--- src/rtl/cmfs_pkg.sv ---
// ============================================================================
// cmfs_pkg
// Shared face codes and the pipeline control word for cube map face select.
// ============================================================================
`default_nettype none

package cmfs_pkg;

    localparam logic [2:0] FACE_RIGHT  = 3'd0;
    localparam logic [2:0] FACE_LEFT   = 3'd1;
    localparam logic [2:0] FACE_TOP    = 3'd2;
    localparam logic [2:0] FACE_BOTTOM = 3'd3;
    localparam logic [2:0] FACE_FRONT  = 3'd4;
    localparam logic [2:0] FACE_BACK   = 3'd5;

    // Index of the two coordinate lanes
    localparam int LANE_U = 0;
    localparam int LANE_V = 1;

    // Travels with every transaction down the pipeline
    typedef struct packed {
        logic       valid;
        logic [2:0] face;
        logic       zero;
    } cmfs_ctl_t;

endpackage

`default_nettype wire

--- src/rtl/cube_map_face_select_top.sv ---
// ============================================================================
// cube_map_face_select_top
// Picks the cube face of a direction vector and its face u/v coordinates.
// ============================================================================
//
//  channel   handshake          payload
//  --------  -----------------  -----------------------------------------
//  command   start / busy       dir_x, dir_y, dir_z
//  result    done (strobe)      face, u_coord, v_coord, zero_dir
//
//  One transaction enters per cycle; busy is always low. Each result passes the
//  face select register, the divider init registers and the restoring divider
//  that yields one fraction bit per stage for u and v side by side, then the
//  rounding register. Reset clears the valid bits of every stage; payload is
//  not reset. The receiver cannot stall, so the pipeline advances every cycle.
//
`default_nettype none

module cube_map_face_select_top #(
    parameter int COMP_WIDTH   = 16,
    parameter int UV_FRAC_BITS = 16
) (
    input  wire logic                         clk,
    input  wire logic                         rst_n,
    input  wire logic                         start,
    output logic                              busy,
    input  wire logic signed [COMP_WIDTH-1:0] dir_x,
    input  wire logic signed [COMP_WIDTH-1:0] dir_y,
    input  wire logic signed [COMP_WIDTH-1:0] dir_z,
    output logic                              done,
    output logic [2:0]                        face,
    output logic [UV_FRAC_BITS-1:0]           u_coord,
    output logic [UV_FRAC_BITS-1:0]           v_coord,
    output logic                              zero_dir
);
    import cmfs_pkg::*;

    localparam int W       = COMP_WIDTH;
    localparam int F       = UV_FRAC_BITS;
    localparam int LATENCY = UV_FRAC_BITS + 4;

    cmfs_ctl_t    sel_ctl;
    logic [W-1:0] sel_major, sel_minor_u, sel_minor_v;
    logic         sel_mir_u, sel_mir_v;

    cmfs_ctl_t    st_ctl   [F+1];
    logic [W-1:0] st_major [F+1];
    logic [W-1:0] st_rem_u [F+1];
    logic [W-1:0] st_rem_v [F+1];
    logic [F+1:0] st_quo_u [F+1];
    logic [F+1:0] st_quo_v [F+1];

    assign busy = 1'b0;

    cmfs_face_sel #(
        .COMP_WIDTH (COMP_WIDTH)
    ) u_face_sel (
        .clk         (clk),
        .rst_n       (rst_n),
        .in_valid    (start && !busy),
        .dir_x       (dir_x),
        .dir_y       (dir_y),
        .dir_z       (dir_z),
        .ctl_out     (sel_ctl),
        .major_out   (sel_major),
        .minor_u_out (sel_minor_u),
        .minor_v_out (sel_minor_v),
        .mir_u_out   (sel_mir_u),
        .mir_v_out   (sel_mir_v)
    );

    cmfs_div_init #(
        .COMP_WIDTH   (COMP_WIDTH),
        .UV_FRAC_BITS (UV_FRAC_BITS)
    ) u_div_init (
        .clk        (clk),
        .rst_n      (rst_n),
        .ctl_in     (sel_ctl),
        .major_in   (sel_major),
        .minor_u_in (sel_minor_u),
        .minor_v_in (sel_minor_v),
        .mir_u_in   (sel_mir_u),
        .mir_v_in   (sel_mir_v),
        .ctl_out    (st_ctl[0]),
        .major_out  (st_major[0]),
        .rem_u_out  (st_rem_u[0]),
        .rem_v_out  (st_rem_v[0]),
        .quo_u_out  (st_quo_u[0]),
        .quo_v_out  (st_quo_v[0])
    );

    for (genvar g = 0; g < F; g++)
    begin : g_step
        cmfs_div_step #(
            .COMP_WIDTH   (COMP_WIDTH),
            .UV_FRAC_BITS (UV_FRAC_BITS)
        ) u_step (
            .clk       (clk),
            .rst_n     (rst_n),
            .ctl_in    (st_ctl[g]),
            .major_in  (st_major[g]),
            .rem_u_in  (st_rem_u[g]),
            .rem_v_in  (st_rem_v[g]),
            .quo_u_in  (st_quo_u[g]),
            .quo_v_in  (st_quo_v[g]),
            .ctl_out   (st_ctl[g+1]),
            .major_out (st_major[g+1]),
            .rem_u_out (st_rem_u[g+1]),
            .rem_v_out (st_rem_v[g+1]),
            .quo_u_out (st_quo_u[g+1]),
            .quo_v_out (st_quo_v[g+1])
        );
    end

    cmfs_uv_round #(
        .UV_FRAC_BITS (UV_FRAC_BITS)
    ) u_uv_round (
        .clk      (clk),
        .rst_n    (rst_n),
        .ctl_in   (st_ctl[F]),
        .quo_u_in (st_quo_u[F]),
        .quo_v_in (st_quo_v[F]),
        .done     (done),
        .face     (face),
        .u_coord  (u_coord),
        .v_coord  (v_coord),
        .zero_dir (zero_dir)
    );

    // Every accepted transaction yields a done strobe at the end of the pipeline
    a_latency: assert property (@(posedge clk) disable iff (!rst_n)
        (start && !busy) |-> ##LATENCY done)
        else $error("result strobe missing after fixed latency");

    a_zero_center: assert property (@(posedge clk) disable iff (!rst_n)
        (done && zero_dir) |->
            (face == FACE_RIGHT) && (u_coord == {1'b1, {(F-1){1'b0}}})
            && (v_coord == {1'b1, {(F-1){1'b0}}}))
        else $error("zero vector result not centered on the right face");

    a_no_spurious: assert property (@(posedge clk) disable iff (!rst_n)
        (!st_ctl[F].valid) |=> !done)
        else $error("result strobe without a transaction in flight");

endmodule

`default_nettype wire

--- src/rtl/cmfs_face_sel.sv ---
// ============================================================================
// cmfs_face_sel
// Magnitudes, major axis pick and per-face routing of the minor components.
// ============================================================================
`default_nettype none

module cmfs_face_sel #(
    parameter int COMP_WIDTH = 16
) (
    input  wire logic                         clk,
    input  wire logic                         rst_n,
    input  wire logic                         in_valid,
    input  wire logic signed [COMP_WIDTH-1:0] dir_x,
    input  wire logic signed [COMP_WIDTH-1:0] dir_y,
    input  wire logic signed [COMP_WIDTH-1:0] dir_z,
    output cmfs_pkg::cmfs_ctl_t               ctl_out,
    output logic [COMP_WIDTH-1:0]             major_out,
    output logic [COMP_WIDTH-1:0]             minor_u_out,
    output logic [COMP_WIDTH-1:0]             minor_v_out,
    output logic                              mir_u_out,
    output logic                              mir_v_out
);
    import cmfs_pkg::*;

    localparam int W = COMP_WIDTH;

    logic [W-1:0] xu, yu, zu;
    logic [W-1:0] ax, ay, az;
    logic         sel_x, sel_y, is_zero;
    cmfs_ctl_t    ctl_next;
    logic [W-1:0] major_next, minor_u_next, minor_v_next;
    logic         mir_u_next, mir_v_next;

    cmfs_ctl_t    ctl_reg;
    logic [W-1:0] major_reg, minor_u_reg, minor_v_reg;
    logic         mir_u_reg, mir_v_reg;

    always_comb
    begin
        xu = dir_x;
        yu = dir_y;
        zu = dir_z;
        // Unsigned magnitude; the most negative value maps to 2^(W-1) exactly
        ax = xu[W-1] ? (~xu + {{(W-1){1'b0}}, 1'b1}) : xu;
        ay = yu[W-1] ? (~yu + {{(W-1){1'b0}}, 1'b1}) : yu;
        az = zu[W-1] ? (~zu + {{(W-1){1'b0}}, 1'b1}) : zu;

        is_zero = (ax == '0) && (ay == '0) && (az == '0);
        sel_x   = (ax >= ay) && (ax >= az);
        sel_y   = (ay > ax) && (ay >= az);

        ctl_next.valid = in_valid;
        ctl_next.zero  = is_zero;
        if (sel_x)
        begin
            ctl_next.face = (xu[W-1] || is_zero) ? FACE_LEFT : FACE_RIGHT;
            major_next    = ax;
            minor_u_next  = zu;
            minor_v_next  = yu;
            mir_u_next    = xu[W-1];
            mir_v_next    = 1'b0;
        end
        else if (sel_y)
        begin
            ctl_next.face = yu[W-1] ? FACE_BOTTOM : FACE_TOP;
            major_next    = ay;
            minor_u_next  = xu;
            minor_v_next  = zu;
            mir_u_next    = 1'b0;
            mir_v_next    = yu[W-1];
        end
        else
        begin
            ctl_next.face = zu[W-1] ? FACE_BACK : FACE_FRONT;
            major_next    = az;
            minor_u_next  = xu;
            minor_v_next  = yu;
            mir_u_next    = ~zu[W-1];
            mir_v_next    = 1'b0;
        end
        // Zero vector reports the right face; the coordinates are overridden later
        if (is_zero)
        begin
            ctl_next.face = FACE_RIGHT;
        end
    end

    always_ff @(posedge clk or negedge rst_n)
    begin
        if (!rst_n)
        begin
            ctl_reg <= '0;
        end
        else
        begin
            ctl_reg <= ctl_next;
        end
    end

    always_ff @(posedge clk)
    begin
        major_reg   <= major_next;
        minor_u_reg <= minor_u_next;
        minor_v_reg <= minor_v_next;
        mir_u_reg   <= mir_u_next;
        mir_v_reg   <= mir_v_next;
    end

    assign ctl_out     = ctl_reg;
    assign major_out   = major_reg;
    assign minor_u_out = minor_u_reg;
    assign minor_v_out = minor_v_reg;
    assign mir_u_out   = mir_u_reg;
    assign mir_v_out   = mir_v_reg;

endmodule

`default_nettype wire

--- src/rtl/cmfs_div_init.sv ---
// ============================================================================
// cmfs_div_init
// Builds the numerators major +/- minor and resolves the integer quotient bits.
// ============================================================================
`default_nettype none

module cmfs_div_init #(
    parameter int COMP_WIDTH   = 16,
    parameter int UV_FRAC_BITS = 16
) (
    input  wire logic                    clk,
    input  wire logic                    rst_n,
    input  wire cmfs_pkg::cmfs_ctl_t     ctl_in,
    input  wire logic [COMP_WIDTH-1:0]   major_in,
    input  wire logic [COMP_WIDTH-1:0]   minor_u_in,
    input  wire logic [COMP_WIDTH-1:0]   minor_v_in,
    input  wire logic                    mir_u_in,
    input  wire logic                    mir_v_in,
    output cmfs_pkg::cmfs_ctl_t          ctl_out,
    output logic [COMP_WIDTH-1:0]        major_out,
    output logic [COMP_WIDTH-1:0]        rem_u_out,
    output logic [COMP_WIDTH-1:0]        rem_v_out,
    output logic [UV_FRAC_BITS+1:0]      quo_u_out,
    output logic [UV_FRAC_BITS+1:0]      quo_v_out
);
    import cmfs_pkg::*;

    localparam int W = COMP_WIDTH;
    localparam int F = UV_FRAC_BITS;

    logic [W-1:0]        minor  [2];
    logic                mir    [2];
    logic signed [W+1:0] mext;
    logic signed [W+1:0] cext   [2];
    logic signed [W+1:0] sum    [2];
    logic [W:0]          num_next [2];

    cmfs_ctl_t           ctl_a_reg;
    logic [W-1:0]        major_a_reg;
    logic [W:0]          num_reg [2];

    logic [W:0]          two_m, one_m;
    logic [W:0]          diff   [2];
    logic [W-1:0]        rem_next [2];
    logic [1:0]          qi     [2];

    cmfs_ctl_t           ctl_b_reg;
    logic [W-1:0]        major_b_reg;
    logic [W-1:0]        rem_reg [2];
    logic [F+1:0]        quo_reg [2];

    // Numerator in [0, 2*major]
    always_comb
    begin
        minor[LANE_U] = minor_u_in;
        minor[LANE_V] = minor_v_in;
        mir[LANE_U]   = mir_u_in;
        mir[LANE_V]   = mir_v_in;
        mext = $signed({2'b00, major_in});
        for (int i = 0; i < 2; i++)
        begin
            cext[i]     = $signed({{2{minor[i][W-1]}}, minor[i]});
            sum[i]      = mir[i] ? (mext - cext[i]) : (mext + cext[i]);
            num_next[i] = sum[i][W:0];
        end
    end

    always_ff @(posedge clk or negedge rst_n)
    begin
        if (!rst_n)
        begin
            ctl_a_reg <= '0;
            ctl_b_reg <= '0;
        end
        else
        begin
            ctl_a_reg <= ctl_in;
            ctl_b_reg <= ctl_a_reg;
        end
    end

    always_ff @(posedge clk)
    begin
        major_a_reg <= major_in;
        num_reg     <= num_next;
    end

    // Integer part of num/major is 0, 1 or 2; remainder leaves below major
    always_comb
    begin
        two_m = {major_a_reg, 1'b0};
        one_m = {1'b0, major_a_reg};
        for (int i = 0; i < 2; i++)
        begin
            diff[i] = num_reg[i] - one_m;
            if (num_reg[i] >= two_m)
            begin
                qi[i]       = 2'd2;
                rem_next[i] = '0;
            end
            else if (num_reg[i] >= one_m)
            begin
                qi[i]       = 2'd1;
                rem_next[i] = diff[i][W-1:0];
            end
            else
            begin
                qi[i]       = 2'd0;
                rem_next[i] = num_reg[i][W-1:0];
            end
        end
    end

    always_ff @(posedge clk)
    begin
        major_b_reg <= major_a_reg;
        rem_reg     <= rem_next;
        for (int i = 0; i < 2; i++)
        begin
            quo_reg[i] <= {{F{1'b0}}, qi[i]};
        end
    end

    assign ctl_out   = ctl_b_reg;
    assign major_out = major_b_reg;
    assign rem_u_out = rem_reg[LANE_U];
    assign rem_v_out = rem_reg[LANE_V];
    assign quo_u_out = quo_reg[LANE_U];
    assign quo_v_out = quo_reg[LANE_V];

endmodule

`default_nettype wire

--- src/rtl/cmfs_div_step.sv ---
// ============================================================================
// cmfs_div_step
// One restoring division stage: one fraction bit for both u and v.
// ============================================================================
`default_nettype none

module cmfs_div_step #(
    parameter int COMP_WIDTH   = 16,
    parameter int UV_FRAC_BITS = 16
) (
    input  wire logic                    clk,
    input  wire logic                    rst_n,
    input  wire cmfs_pkg::cmfs_ctl_t     ctl_in,
    input  wire logic [COMP_WIDTH-1:0]   major_in,
    input  wire logic [COMP_WIDTH-1:0]   rem_u_in,
    input  wire logic [COMP_WIDTH-1:0]   rem_v_in,
    input  wire logic [UV_FRAC_BITS+1:0] quo_u_in,
    input  wire logic [UV_FRAC_BITS+1:0] quo_v_in,
    output cmfs_pkg::cmfs_ctl_t          ctl_out,
    output logic [COMP_WIDTH-1:0]        major_out,
    output logic [COMP_WIDTH-1:0]        rem_u_out,
    output logic [COMP_WIDTH-1:0]        rem_v_out,
    output logic [UV_FRAC_BITS+1:0]      quo_u_out,
    output logic [UV_FRAC_BITS+1:0]      quo_v_out
);
    import cmfs_pkg::*;

    localparam int W = COMP_WIDTH;
    localparam int F = UV_FRAC_BITS;

    logic [W-1:0] rem_in   [2];
    logic [F+1:0] quo_in   [2];
    logic [W:0]   dbl      [2];
    logic [W:0]   sub      [2];
    logic         bit_q    [2];
    logic [W-1:0] rem_next [2];
    logic [F+1:0] quo_next [2];

    cmfs_ctl_t    ctl_reg;
    logic [W-1:0] major_reg;
    logic [W-1:0] rem_reg [2];
    logic [F+1:0] quo_reg [2];

    always_comb
    begin
        rem_in[LANE_U] = rem_u_in;
        rem_in[LANE_V] = rem_v_in;
        quo_in[LANE_U] = quo_u_in;
        quo_in[LANE_V] = quo_v_in;
        for (int i = 0; i < 2; i++)
        begin
            dbl[i]   = {rem_in[i], 1'b0};
            sub[i]   = dbl[i] - {1'b0, major_in};
            bit_q[i] = (dbl[i] >= {1'b0, major_in});
            // Either branch stays below major, so W bits hold it
            rem_next[i] = bit_q[i] ? sub[i][W-1:0] : dbl[i][W-1:0];
            quo_next[i] = {quo_in[i][F:0], bit_q[i]};
        end
    end

    always_ff @(posedge clk or negedge rst_n)
    begin
        if (!rst_n)
        begin
            ctl_reg <= '0;
        end
        else
        begin
            ctl_reg <= ctl_in;
        end
    end

    always_ff @(posedge clk)
    begin
        major_reg <= major_in;
        rem_reg   <= rem_next;
        quo_reg   <= quo_next;
    end

    assign ctl_out   = ctl_reg;
    assign major_out = major_reg;
    assign rem_u_out = rem_reg[LANE_U];
    assign rem_v_out = rem_reg[LANE_V];
    assign quo_u_out = quo_reg[LANE_U];
    assign quo_v_out = quo_reg[LANE_V];

endmodule

`default_nettype wire

--- src/rtl/cmfs_uv_round.sv ---
// ============================================================================
// cmfs_uv_round
// Halves the quotient with round-half-up, saturates, applies the zero vector.
// ============================================================================
`default_nettype none

module cmfs_uv_round #(
    parameter int UV_FRAC_BITS = 16
) (
    input  wire logic                    clk,
    input  wire logic                    rst_n,
    input  wire cmfs_pkg::cmfs_ctl_t     ctl_in,
    input  wire logic [UV_FRAC_BITS+1:0] quo_u_in,
    input  wire logic [UV_FRAC_BITS+1:0] quo_v_in,
    output logic                         done,
    output logic [2:0]                   face,
    output logic [UV_FRAC_BITS-1:0]      u_coord,
    output logic [UV_FRAC_BITS-1:0]      v_coord,
    output logic                         zero_dir
);
    import cmfs_pkg::*;

    localparam int F = UV_FRAC_BITS;

    logic [F+1:0] quo_in     [2];
    logic [F+2:0] rnd        [2];
    logic [F+1:0] half       [2];
    logic [F-1:0] coord_next [2];

    logic         done_reg;
    logic [2:0]   face_reg;
    logic         zero_reg;
    logic [F-1:0] coord_reg  [2];

    // quo = floor(num * 2^F / major); coordinate = floor((quo + 1) / 2)
    always_comb
    begin
        quo_in[LANE_U] = quo_u_in;
        quo_in[LANE_V] = quo_v_in;
        for (int i = 0; i < 2; i++)
        begin
            rnd[i]  = {1'b0, quo_in[i]} + {{(F+2){1'b0}}, 1'b1};
            half[i] = rnd[i][F+2:1];
            if (ctl_in.zero)
            begin
                coord_next[i] = {1'b1, {(F-1){1'b0}}};
            end
            else if (half[i][F+1:F] != 2'b00)
            begin
                coord_next[i] = '1;
            end
            else
            begin
                coord_next[i] = half[i][F-1:0];
            end
        end
    end

    always_ff @(posedge clk or negedge rst_n)
    begin
        if (!rst_n)
        begin
            done_reg <= 1'b0;
        end
        else
        begin
            done_reg <= ctl_in.valid;
        end
    end

    always_ff @(posedge clk)
    begin
        face_reg  <= ctl_in.face;
        zero_reg  <= ctl_in.zero;
        coord_reg <= coord_next;
    end

    assign done     = done_reg;
    assign face     = face_reg;
    assign zero_dir = zero_reg;
    assign u_coord  = coord_reg[LANE_U];
    assign v_coord  = coord_reg[LANE_V];

endmodule

`default_nettype wire

--- config.mk ---
export PLATFORM = sky130hd
export DESIGN_NAME = cube_map_face_select_top
export DESIGN_NICKNAME = d
export VERILOG_FILES = /design/src/rtl/cmfs_pkg.sv /design/src/rtl/cube_map_face_select_top.sv /design/src/rtl/cmfs_face_sel.sv /design/src/rtl/cmfs_div_init.sv /design/src/rtl/cmfs_div_step.sv /design/src/rtl/cmfs_uv_round.sv
export SDC_FILE = /design/constraint.sdc
export NUM_CORES = 2
export LEC_CHECK = 0
export ABC_AREA = 1
export ABC_CLOCK_PERIOD_IN_PS = 2600
export BUFFER_PORTS_ARGS = -buffer_cell sky130_fd_sc_hd__buf_4
export CAP_MARGIN = 20
export CORE_MARGIN = 2
export CORE_UTILIZATION = 28
export CTS_CLUSTER_DIAMETER = 30
export DETAILED_ROUTE_END_ITERATION = 7
export RECOVER_POWER = 100
export SYNTH_ARGS = -nofsm -noshare
export SYNTH_HDL_FRONTEND = slang
export SYNTH_SLANG_ARGS = --single-unit
--- constraint.sdc ---
create_clock -name clk -period 2.6 [get_ports clk]
set_clock_uncertainty 0.1 [all_clocks]
set_input_delay 0.39 -clock clk [delete_from_list [all_inputs] [get_ports clk]]
set_output_delay 0.39 -clock clk [all_outputs]
set_load 0.03 [all_outputs]
==> metrics.md <==
| Metric | Value |
|---|---|
| Synth area leader | `dfxtp_1` |
| Hold Vio Cnt, Final | `0` |
| H-tree depth | `5` |
| Worst-Margin Slew | `slightly below 1 ns` |
| Max Freq | `about 360 MHz` |
| # nets final | `roughly 9,500` |
| Total track usage | `approximately 17%` |
| Top FF cell, synth | `dfxtp_1` |
| Placed cells | `~11,000` |
| Reg2reg start | `u_face_sel.minor_v_out[0]` |
| Fin area | `0.0879 mm2` |
| Mux cell area share after synthesis | `0%` |
| Vias in the first global route | `about 55,000` |
| Post-Synth Simple-Gate Area | `between 10 and 15%` |
| Post-synthesis compound-gate area fraction | `15.1%` |
| Sequential area share after synthesis | `43.0%` |
| Largest family of logic cells by synthesized area | `compound AO/OA/AOI/OAI gates` |
| Fin worst setup slack | `-0.211 ns` |
| Clock slew at the register clock pins of the worst setup and hold paths | `roughly 0.050 ns` |
| DIE AREA | `about 0.23 mm2` |
| Via count | `55,300` |
| GPL Wtd Cong | `0.903` |
| First-pass GRT wire length | `about 300,000 um` |
| Final WL | `approximately 200,000 um` |
| Root buffer cell | `clkbuf_16` |
| Failing checks | `negative setup slack` |
| Synthesized instance count | `between 7,000 and 8,000` |
| Number of synthesized flops with an enable pin | `0` |
| Layout cells sized above 1 | `~23%` |
| Non-Filler Instances | `roughly 12,000` |
| Post-Synth XOR/XNOR Area | `between 6 and 7%` |
| Max-cap violation count | `0` |
| Hold_ws | `between 0.03 and 0.04 ns` |
| Period minus WS final | `2.81 ns` |
| Synth cell types | `slightly below 60` |
| Most used routing layer | `met2` |
| Met2 Use GR | `between 20% and 30%` |
| Min-delay src | `dir_y[11]` |
| Core Util, Final | `between 30 and 40%` |
| Slew headroom | `between 30% and 40%` |
| Met1 usage | `between 20% and 30%` |
| Data arrival, critical path | `approximately 3.5 ns` |
| Worst skew pair latency | `just over 0.9 ns` |
| Io pins | `roughly 90` |
| Crit end category | `register` |
| Die W | `480 um` |
| Final setup vio count | `128` |
| Starting Density | `28.2%` |
| Clock Tree Buf Depth | `4` |
| Largest net degree at the start of global routing | `38` |
| Dpl hpwl | `158,000 um` |
| Syn. warnings | `0` |
| Syn nets | `8,296` |
| GR Util met3 | `2.56%` |
| FP Rows | `174` |
| Critical path peak fanout | `3` |
| Post-synth ARST share | `roughly 7.2%` |
| Synthesized area | `approximately 0.063 mm2` |
| Required time worst endpoint | `3.29 ns` |
| Core Region | `~0.23 mm2` |
| N_diodes | `0` |
| Slew Viols, Final | `0` |
| Die height | `480 um` |
| Port-buffer cells | `between 80 and 90` |
| DRT antenna net count | `0` |
| Area grow syn2layout | `38.5%` |
| Synth Area per Inst | `8.40 um2` |
| Critical Path Start | `u_face_sel.minor_v_out[0]` |
| Clk sinks | `between 1,000 and 1,500` |
| Area share of the leading cell type in the synthesized netlist | `between 30% and 40%` |
| Crit Path Class | `register to register` |
| Initial DRC Count | `around 3,400` |
| Top post-synthesis cells by area | `dfxtp_1 39%, ha_1 13%, nand2_1 6.7%` |
| CP Launch Type | `register` |
| Initial antenna violation count | `5` |
| Synthesized flop and latch total | `around 1,300` |
| CTS tree | `yes` |
| RSZ-0062 raised after global routing | `yes` |
| Post-DP Area | `0.0742 mm2` |
| DR DRC count | `0` |
| Vias per std cell | `between 4 and 5` |
| Final Cycle Share | `108%` |
| Worst Hold Class | `input pin to register` |
| Num CTS Buffers | `between 200 and 300` |
| Pre-antenna DRT Iters | `6` |
| Status | `complete, but fails checks` |
| GR Overflow Total | `0` |
| WL/cell | `~17 um` |
| Post-Synth Adder-Cell Area | `about 14%` |
==> per-stage QoR <==
stage | setup TNS [ns] | setup slack [ns]
CTS | -9.46 | -0.231
detailed placement | -60.99 | -1.00
finish | -7.31 | -0.211
global placement | -63.67 | -1.09
global route | -64.10 | -0.396
floorplan | -17.60 | -0.414
==> synth_stat cells (96+ instances only) <==
cell type  number
xnor2_1       248
nand3_1       189
nor2_1        621
ha_1          656
inv_1         867
xor2_1        259
dfxtp_1      1244
o21ai_0       659
a21oi_1       808
nor3_1        107
nand2_1      1136
dfrtp_1        96
==> cells by family (layout without fill, tap and decap cells) <==
group / Yosys count / count (layout)
other cells: 1 / 1
buf+inv: 1000 / 2446
compound gates: 1769 / 1769
fa+ha+maj: 690 / 690
simple gates: 2248 / 2248
flops: 1340 / 1340
xor+xnor: 507 / 507
==> worst max-delay path, stage by stage, from the launching register on <==
cell and delay, ns:
dfxtp_1 0.43, buf_6 0.15, inv_4 0.04, ha_4 0.16, nand3_4 0.07, inv_2 0.05, buf_4 0.13, a21oi_2 0.14
xor2_1 0.17, inv_1 0.06, ha_1 0.33, a21oi_2 0.24, o21ai_2 0.10, nand2_1 0.07, nand3_1 0.08, a31oi_1 0.23
xor2_1 0.16
==> worst paths after layout <==
check | slack, ns | end | cells after the start
max | -0.21 | u_div_init.num_reg[15] | 16
min | 0.04 | u_face_sel.major_out[11] | 7
max reg2reg | -0.21 | u_div_init.num_reg[15] | 16
min reg2reg | 0.20 | g_step[7].u_step.quo_u_out[7] | 0
max in group asynchronous | 0.89 | g_step[2].u_step.ctl_out[4] | 4
min in group asynchronous | 0.79 | g_step[0].u_step.ctl_out[3] | 4
==> final cells by class <==
type                            instances  area [um2]
Inverter                              878        3380
Clock buffer                          317        7420
Clock inverter                        163        1900
Tap cell                             2992        3740
Sequential cell                      1340       27300
Timing Repair Buffer                 1088        8910
Fill cell                           22400      137000
Multi-Input combinational cell       5215       35200
==> routing by layer <==
metal  part of all wire, %  up-vias
met5                0.0070        -
met1                    45    25800
li1                      -    27900
met3                   4.0      343
met4                   2.6        2
met2                    48     1230
==> cells in the final DEF, fill, tap and decap left out, types with 54 or more instances in the layout <==
master / netlist / final
a21o_1: 61 / 61
a21oi_1: 808 / 702
a21oi_2: 1 / 105
a31oi_1: 80 / 73
buf_4: 1 / 841
clkbuf_1: 80 / 80
clkbuf_16: 0 / 302
dfrtp_1: 96 / 96
dfxtp_1: 1244 / 1228
dlygate4sd3_1: 0 / 65
ha_1: 656 / 597
ha_4: 0 / 54
inv_1: 867 / 804
inv_2: 10 / 54
nand2_1: 1136 / 1011
nand2_2: 6 / 86
nand3_1: 189 / 158
nand4_1: 77 / 77
nor2_1: 621 / 597
nor3_1: 107 / 94
o21ai_0: 659 / 451
o21ai_1: 2 / 138
o21ai_2: 2 / 71
xnor2_1: 248 / 242
xor2_1: 259 / 249
==> what timing repair did <==
action                                  4_1_cts  5_1_grt
pin swaps                                    79      162
endpoints found under the hold margin       138        3
endpoints found under the setup margin      162      472
resized for setup                           236      757
buffers inserted                             48       58
gates cloned                                  7       20
hold buffers                                 65        4
Power is left out: the tool's default activity adds up to more than one toggle a clock period on the data nets, which glitch-free logic cannot reach.
